### config.mk
export PLATFORM = sky130hd
export DESIGN_NAME = ids_step
export DESIGN_NICKNAME = d
export VERILOG_FILES = /design/src/rtl/ids_pkg.sv /design/src/rtl/ids_step.sv
export SDC_FILE = /design/constraint.sdc
export NUM_CORES = 1
export LEC_CHECK = 0
export ABC_AREA = 1
export BUFFER_PORTS_ARGS = -buffer_cell sky130_fd_sc_hd__buf_2
export CORE_MARGIN = 10
export CORE_UTILIZATION = 56
export DETAILED_ROUTE_END_ITERATION = 10
export PLACE_DENSITY = 0.95
export SLEW_MARGIN = 20
export SYNTH_ARGS = -nofsm -noshare
export SYNTH_HDL_FRONTEND = slang
export SYNTH_SLANG_ARGS = --single-unit
### constraint.sdc
create_clock -name vclk -period 4.35
set_input_delay 0.87 -clock vclk [all_inputs]
set_output_delay 0.87 -clock vclk [all_outputs]
set_load 0.01 [all_outputs]
### src/rtl/ids_pkg.sv
// Package for the include directive scanner.
// Holds scan modes, result kinds, character codes and the scan state record.
package ids_pkg;

  localparam int unsigned LenWidth = 13;
  localparam int unsigned CntWidth = 10;

  localparam logic [LenWidth-1:0] LEN_MAX = {LenWidth{1'b1}};

  localparam logic [7:0] CH_NUL    = 8'h00;
  localparam logic [7:0] CH_TAB    = 8'h09;
  localparam logic [7:0] CH_NL     = 8'h0A;
  localparam logic [7:0] CH_SPACE  = 8'h20;
  localparam logic [7:0] CH_QUOTE  = 8'h22;
  localparam logic [7:0] CH_HASH   = 8'h23;
  localparam logic [7:0] CH_APOS   = 8'h27;
  localparam logic [7:0] CH_STAR   = 8'h2A;
  localparam logic [7:0] CH_SLASH  = 8'h2F;
  localparam logic [7:0] CH_BSLASH = 8'h5C;

  typedef enum logic [3:0] {
    MODE_NORMAL     = 4'd0,
    MODE_SLASH      = 4'd1,
    MODE_BLOCK      = 4'd2,
    MODE_BLOCK_STAR = 4'd3,
    MODE_LINE       = 4'd4,
    MODE_LITERAL    = 4'd5,
    MODE_ESCAPE     = 4'd6,
    MODE_KEYWORD    = 4'd7,
    MODE_KW_SPACE   = 4'd8,
    MODE_PATH       = 4'd9
  } scan_mode_t;

  typedef enum logic [1:0] {
    KIND_BYTE = 2'd0,
    KIND_END  = 2'd1,
    KIND_DONE = 2'd2
  } result_kind_t;

  localparam int unsigned CfgPathLimit    = 0;
  localparam int unsigned CfgIncludeLimit = 1;

  typedef struct packed {
    scan_mode_t            scan_mode;
    logic                  literal_is_char;
    logic [2:0]            keyword_position;
    logic [LenWidth-1:0]   path_length;
    logic [CntWidth-1:0]   recorded_count;
    logic                  path_emitting;
  } scan_state_t;

  typedef struct packed {
    result_kind_t          kind;
    logic [7:0]            path_byte;
    logic                  path_kept;
    logic [CntWidth-1:0]   includes_found;
    logic                  unfinished_dropped;
  } scan_result_t;

  function automatic logic [7:0] keyword_char(input logic [2:0] pos);
    logic [7:0] c;
    case (pos)
      3'd0:    c = 8'h23;
      3'd1:    c = 8'h69;
      3'd2:    c = 8'h6E;
      3'd3:    c = 8'h63;
      3'd4:    c = 8'h6C;
      3'd5:    c = 8'h75;
      3'd6:    c = 8'h64;
      default: c = 8'h65;
    endcase
    return c;
  endfunction

endpackage

### src/rtl/ids_step.sv
// Next-state and result logic for one text byte of the include scanner.
// Depends on ids_pkg.
module ids_step import ids_pkg::*; (
  input  scan_state_t          state,
  input  logic [7:0]           text_byte,
  input  logic                 end_of_text,
  input  logic [LenWidth-1:0]  path_length_limit,
  input  logic [CntWidth-1:0]  include_limit,
  output scan_state_t          state_next,
  output logic                 res_valid,
  output scan_result_t         res
);

  scan_mode_t  plain_mode;
  logic        plain_char;
  logic [2:0]  plain_kw;
  logic        below_limit;

  always_comb begin
    plain_mode = MODE_NORMAL;
    plain_char = state.literal_is_char;
    plain_kw   = 3'd0;
    case (text_byte)
      CH_SLASH: plain_mode = MODE_SLASH;
      CH_QUOTE: begin
        plain_mode = MODE_LITERAL;
        plain_char = 1'b0;
      end
      CH_APOS: begin
        plain_mode = MODE_LITERAL;
        plain_char = 1'b1;
      end
      CH_HASH: begin
        plain_mode = MODE_KEYWORD;
        plain_kw   = 3'd1;
      end
      default: plain_mode = MODE_NORMAL;
    endcase
  end

  assign below_limit = state.recorded_count < include_limit;

  always_comb begin
    state_next = state;
    res_valid  = 1'b0;
    res        = '{kind: KIND_BYTE, path_byte: 8'd0, path_kept: 1'b0,
                   includes_found: state.recorded_count, unfinished_dropped: 1'b0};

    if (end_of_text || text_byte == CH_NUL) begin
      res_valid                = 1'b1;
      res.kind                 = KIND_DONE;
      res.unfinished_dropped   = (state.scan_mode == MODE_PATH) && state.path_emitting;
      state_next               = '{scan_mode: MODE_NORMAL, literal_is_char: 1'b0,
                                   keyword_position: 3'd0, path_length: '0,
                                   recorded_count: '0, path_emitting: 1'b0};
    end else begin
      case (state.scan_mode)
        MODE_SLASH: begin
          if (text_byte == CH_STAR) begin
            state_next.scan_mode = MODE_BLOCK;
          end else if (text_byte == CH_SLASH) begin
            state_next.scan_mode = MODE_LINE;
          end else begin
            state_next.scan_mode        = plain_mode;
            state_next.literal_is_char  = plain_char;
            state_next.keyword_position = plain_kw;
          end
        end
        MODE_BLOCK: begin
          if (text_byte == CH_STAR) state_next.scan_mode = MODE_BLOCK_STAR;
        end
        MODE_BLOCK_STAR: begin
          if (text_byte == CH_SLASH) begin
            state_next.scan_mode = MODE_NORMAL;
          end else if (text_byte != CH_STAR) begin
            state_next.scan_mode = MODE_BLOCK;
          end
        end
        MODE_LINE: begin
          if (text_byte == CH_NL) state_next.scan_mode = MODE_NORMAL;
        end
        MODE_LITERAL: begin
          if (text_byte == CH_BSLASH) begin
            state_next.scan_mode = MODE_ESCAPE;
          end else if (text_byte == (state.literal_is_char ? CH_APOS : CH_QUOTE)) begin
            state_next.scan_mode = MODE_NORMAL;
          end
        end
        MODE_ESCAPE: state_next.scan_mode = MODE_LITERAL;
        MODE_KEYWORD: begin
          if (text_byte == keyword_char(state.keyword_position)) begin
            if (state.keyword_position == 3'd7) begin
              state_next.scan_mode        = MODE_KW_SPACE;
              state_next.keyword_position = 3'd0;
            end else begin
              state_next.keyword_position = state.keyword_position + 3'd1;
            end
          end else begin
            state_next.scan_mode        = plain_mode;
            state_next.literal_is_char  = plain_char;
            state_next.keyword_position = plain_kw;
          end
        end
        MODE_KW_SPACE: begin
          if (text_byte == CH_QUOTE) begin
            state_next.scan_mode     = MODE_PATH;
            state_next.path_length   = '0;
            state_next.path_emitting = below_limit;
          end else if (text_byte != CH_SPACE && text_byte != CH_TAB) begin
            state_next.scan_mode        = plain_mode;
            state_next.literal_is_char  = plain_char;
            state_next.keyword_position = plain_kw;
          end
        end
        MODE_PATH: begin
          if (text_byte == CH_QUOTE) begin
            state_next.scan_mode     = MODE_NORMAL;
            state_next.path_length   = '0;
            state_next.path_emitting = 1'b0;
            res_valid                = state.path_emitting;
            res.kind                 = KIND_END;
            if (state.path_emitting && state.path_length < path_length_limit
                && below_limit) begin
              res.path_kept             = 1'b1;
              state_next.recorded_count = state.recorded_count + CntWidth'(1);
              res.includes_found        = state.recorded_count + CntWidth'(1);
            end
          end else begin
            if (state.path_length != LEN_MAX) begin
              state_next.path_length = state.path_length + LenWidth'(1);
            end
            res_valid     = state.path_emitting;
            res.kind      = KIND_BYTE;
            res.path_byte = text_byte;
          end
        end
        default: begin
          state_next.scan_mode        = plain_mode;
          state_next.literal_is_char  = plain_char;
          state_next.keyword_position = plain_kw;
        end
      endcase
    end
  end

endmodule

======== Yosys cells after proc, flatten, opt, wreduce, memory -nomap -nowiden ========
Cells that the tools add are included.
operators by class
  $lt $le $gt $ge ......................... 2
  multipliers ............................. 0
  equal/unequal tests ..................... 29
  bitwise logic cells ..................... 0
  add/subtract/negate cells ............... 3
  reductions and logical operators ........ 9
  shifts and indexed selects .............. 0
  muxes and demuxes ....................... 48
  divide/modulo/power cells ............... 0
operators with widths
  operator                                                                count
  4-bit 2-to-1 mux                                                        15
  7-bit case mux with 7 select lines                                      1
  8-bit by 6-bit equality test with 1-bit output (second input constant)  5
  13-bit 2-to-1 mux                                                       3
  4-bit case mux with 9 select lines                                      1
  11-bit 2-to-1 mux                                                       3
  32-bit 2-to-1 mux                                                       1
  8-bit 2-to-1 mux                                                        4
  13-bit case mux with 2 select lines                                     1
  10-bit 2-to-1 mux                                                       2
  20-bit 2-to-1 mux                                                       1
  19-bit 2-to-1 mux                                                       1
  4-bit by 3-bit equality test with 1-bit output (second input constant)  4
  8-bit by 6-bit != test with 1-bit output (second input constant)        2
  4-bit case mux with 4 select lines                                      1
  13-bit by 1-bit adder with 13-bit output (second input constant)        1
  13-bit < comparator                                                     1
  13-bit != test (second input constant)                                  1
  3-bit equality test (second input constant)                             4
  10-bit by 1-bit adder with 10-bit output (second input constant)        1
  10-bit < comparator                                                     1
  3-bit 2-to-1 mux                                                        3
  3-bit case mux with 3 select lines                                      1
  4-bit by 2-bit equality test with 1-bit output (second input constant)  2
  19 further kinds                                                        31
storage, ports and cells
  memories ................................ 0
  flip-flop bits (word level) ............. 0
  latch bits .............................. 0
  input bits .............................. 64
  memory bits (writable) .................. 0
  ROM bits ................................ 0
  logic and storage cells ................. 91
  output and inout port bits .............. 55

======== Longest topological paths before layout ========
  depth after elaboration ................. 8
  depth in mapped cells ................... 14
  gate-level depth less buffers ........... 13

======== Worst setup path before layout ========
OpenSTA, ideal clock, no wires.
  path kind ............................... input to output
  from .................................... input state[24] (netlist bit)
  to ...................................... output state_next[24] (netlist bit)
  arrival time ............................ 2.285 ns
  buffers on the path ..................... 0
  stages .................................. 11
  required time ........................... 3.480 ns
  slack ................................... 1.195 ns
  path through ............................ ha_1 -> ha_1 -> inv_1 -> nand3_1 -> nand3_1 -> nand2_1 -> nor2_2 -> nand4_1 -> nand2_1 -> nand2_1 -> a21oi_1
RTL lines
  item         RTL line       RTL
  from (decl)  ids_step.sv:4  input scan_state_t state,
  to (decl)    ids_step.sv:9  output scan_state_t state_next,

==> flow_summary_export.csv <==
group,metric,value,unit
yosys,synth-warning-count,0,
pwr,clock_power_share,0,%
critical_path,path_cells,"buf_2 > inv_1 > ha_1 > nor2_1 > nand3_1 > nand3_1 > nand2_1 > nor2_2 > nand3_1 > nand2_1 > nand3_1 > a21oi_1 > buf_2",
routing,drc,0,
layout,layout.nets,761,
layout,most-common-layout-cells,"nand2_1, buf_2, inv_1, nand3_1, nor2_1",
yosys,syn_avg_cell_area,5.106,um2
timing,setup_viol,0,
global_route,grt_pass1_vias,3973,
critical_path,slowest_delay,0.25,ns
routing,viasPerCell,5.608,
critical_path,required,3.48,ns
routing,wl_per_cell,13.87,um
status,status,"finished, final reports clean",
layout,n_antenna_cell,0,
pwr,powerDensity,85.66,nW/um2
floorplanning,start_util,59.25,%
hold_path,hp-start,"end_of_text",
timing,hold_violations,0,
cts,cts_setup_buffers,0,
layout,clockBufferCount,0,
critical_path,crit_top_cell,"nand3_1",
placed_design,place_ws,0.7458,ns
critical_path,startpoint,"state[24]",
timing,rsz0062_at_grt,"no",
global_route,overflow,0,
pwr,leakagePower,2.149,nW
critical_path,critPathMaxFanout,6,
yosys,synthesis.nets,652,
global_route,grt.total_usage,22.73,%
pwr,pwr-share-seq,0,%
yosys,synth_cell_types,35,
critical_path,start_kind,"primary input",
floorplanning,coreArea,4817,um2
pwr,switching_power,0.1911,mW
layout,final_core_util,71.84,%
layout,syn_to_final_growth,21.26,%
routing,drt-initial-drc-count,291,
pwr,switching_share,64.46,%
routing,drt_first_pass_iters,7,
timing,fmax,272.7,MHz
cts,cts_resized,0,
cts,hold_buffers,0,
global_route,grt_pass1_wl,17.12,mm
placed_design,port_buffers,119,
timing,timing.hold.ws,2.013,ns
pwr,p_int,0.1054,mW
yosys,netlist_instances,559,
critical_path,cp-end-kind,"primary output",
layout,final_common_cell,"nand2_1",
floorplanning,die_h,91.39,um
routing,ant_nets,0,
floorplanning,ios,119,
job,max_cap_violations,0,
timing,worstMarginPinSlew,0.4974,ns
yosys,ys_seq_area_share,0,%
layout,finalNonFillerCells,733,
floorplanning,die_area,8352,um2
placed_design,place_hpwl,8.578,mm
timing,fin_crit,3.667,ns
hold_path,hp-class,"in2out",
routing,wirelength,10.17,mm
critical_path,worst_ep_arrival_time,2.80,ns
layout,seq_cells,0,
timing,period_share,84.30,%
placed_design,routabilityCongestion,0.9833,
pwr,power_frac_comb,100.0,%
global_route,antenna_found_initial,0,
layout,layout-drive-gt1-share,24.17,%
pwr,peakVddDrop,52.44,uV
floorplanning,rows,25,
placed_design,dpl.cell_count,733,
critical_path,crit_slowest_cell,"ha_1",
timing,final_max_slew_viol_count,0,
timing,setup_ws,0.6830,ns
routing,via_count,4111,
yosys,syn-cell-area,2854,um2
global_route,grt_max_degree,27,
floorplanning,die_x,91.39,um
timing,max-slew-margin-rel,66.76,%
critical_path,crit_type,"in2out",
layout,ff_latch_area,0,um2
timing,tns,0,ns
## worst max-delay path, delay by kind of cell
kind | cells | cell delay (ns)
AOI/OAI and AO/OA | 1 | 0.15
buffers and inverters | 3 | 0.42
adders and majority gates | 1 | 0.25
and+or+nand+nor | 8 | 1.08
## per-layer routing
metal	wire length, um	global-route usage [%]	up-vias
met1	3897	24.91	1778
met5	0	0	-
li1	-	-	2045
met3	976	3.457	29
met2	5034	43.54	259
met4	259	6.266	0
## kinds of logic (layout without fill, tap and decap cells)
group	Yosys count	count (layout)	share of synthesized area, %
XOR/XNOR	5	5	1.534
adder cells (fa/ha/maj)	29	29	12.71
buffers and inverters	113	220	16.09
AO/OA/AOI/OAI	91	91	17.23
AND/OR/NAND/NOR	321	321	52.43
## per-stage QoR
stage / cell area (um2) / power (mW)
after floorplan: 2854 / 0.1809
after global placement: 3461 / 0.2830
after detailed placement: 3461 / 0.2927
after CTS: 3461 / 0.2940
after global routing: 3461 / 0.3345
final: 3461 / 0.2965
## worst paths after layout
check | end | cells past startpoint | slack (ns)
setup / recovery | state_next[27] | 13 | 0.68
hold / removal | res[17] | 3 | 2.01
## power groups by stage
stage          Combinational (mW)  Sequential (mW)  Clock (mW)
6_report                    0.296                0           0
5_1_grt                     0.335                0           0
4_1_cts                     0.294                0           0
3_5_place_dp                0.293                0           0
3_3_place_gp                0.283                0           0
2_1_floorplan               0.181                0           0
## cell type report
class / count / area, um2
multi-input combinational: 446 / 2399
fill: 476 / 1356
timing repair buffer: 120 / 603.1
inverter: 100 / 375.4
tap: 67 / 83.83
## cell usage after synthesis, drive strengths merged
cell type | count | area, um2
nand2 | 160 | 625.6
inv | 99 | 371.6
nand3 | 61 | 310.3
nor2 | 57 | 289.0
a21oi | 40 | 200.2
o21ai | 40 | 207.7
ha | 29 | 362.9
nor3 | 21 | 126.4
nand4 | 18 | 112.6
buf | 10 | 72.57
o211ai | 5 | 37.54
xor2 | 5 | 43.79
clkbuf | 3 | 11.26
nand3b | 3 | 26.27
o21a | 2 | 15.01
a31o | 1 | 8.760
a31oi | 1 | 6.260
clkinv | 1 | 3.750
nor4 | 1 | 6.260
o21bai | 1 | 7.510
o41ai | 1 | 8.760
Power figures use the tool's default switching activity.
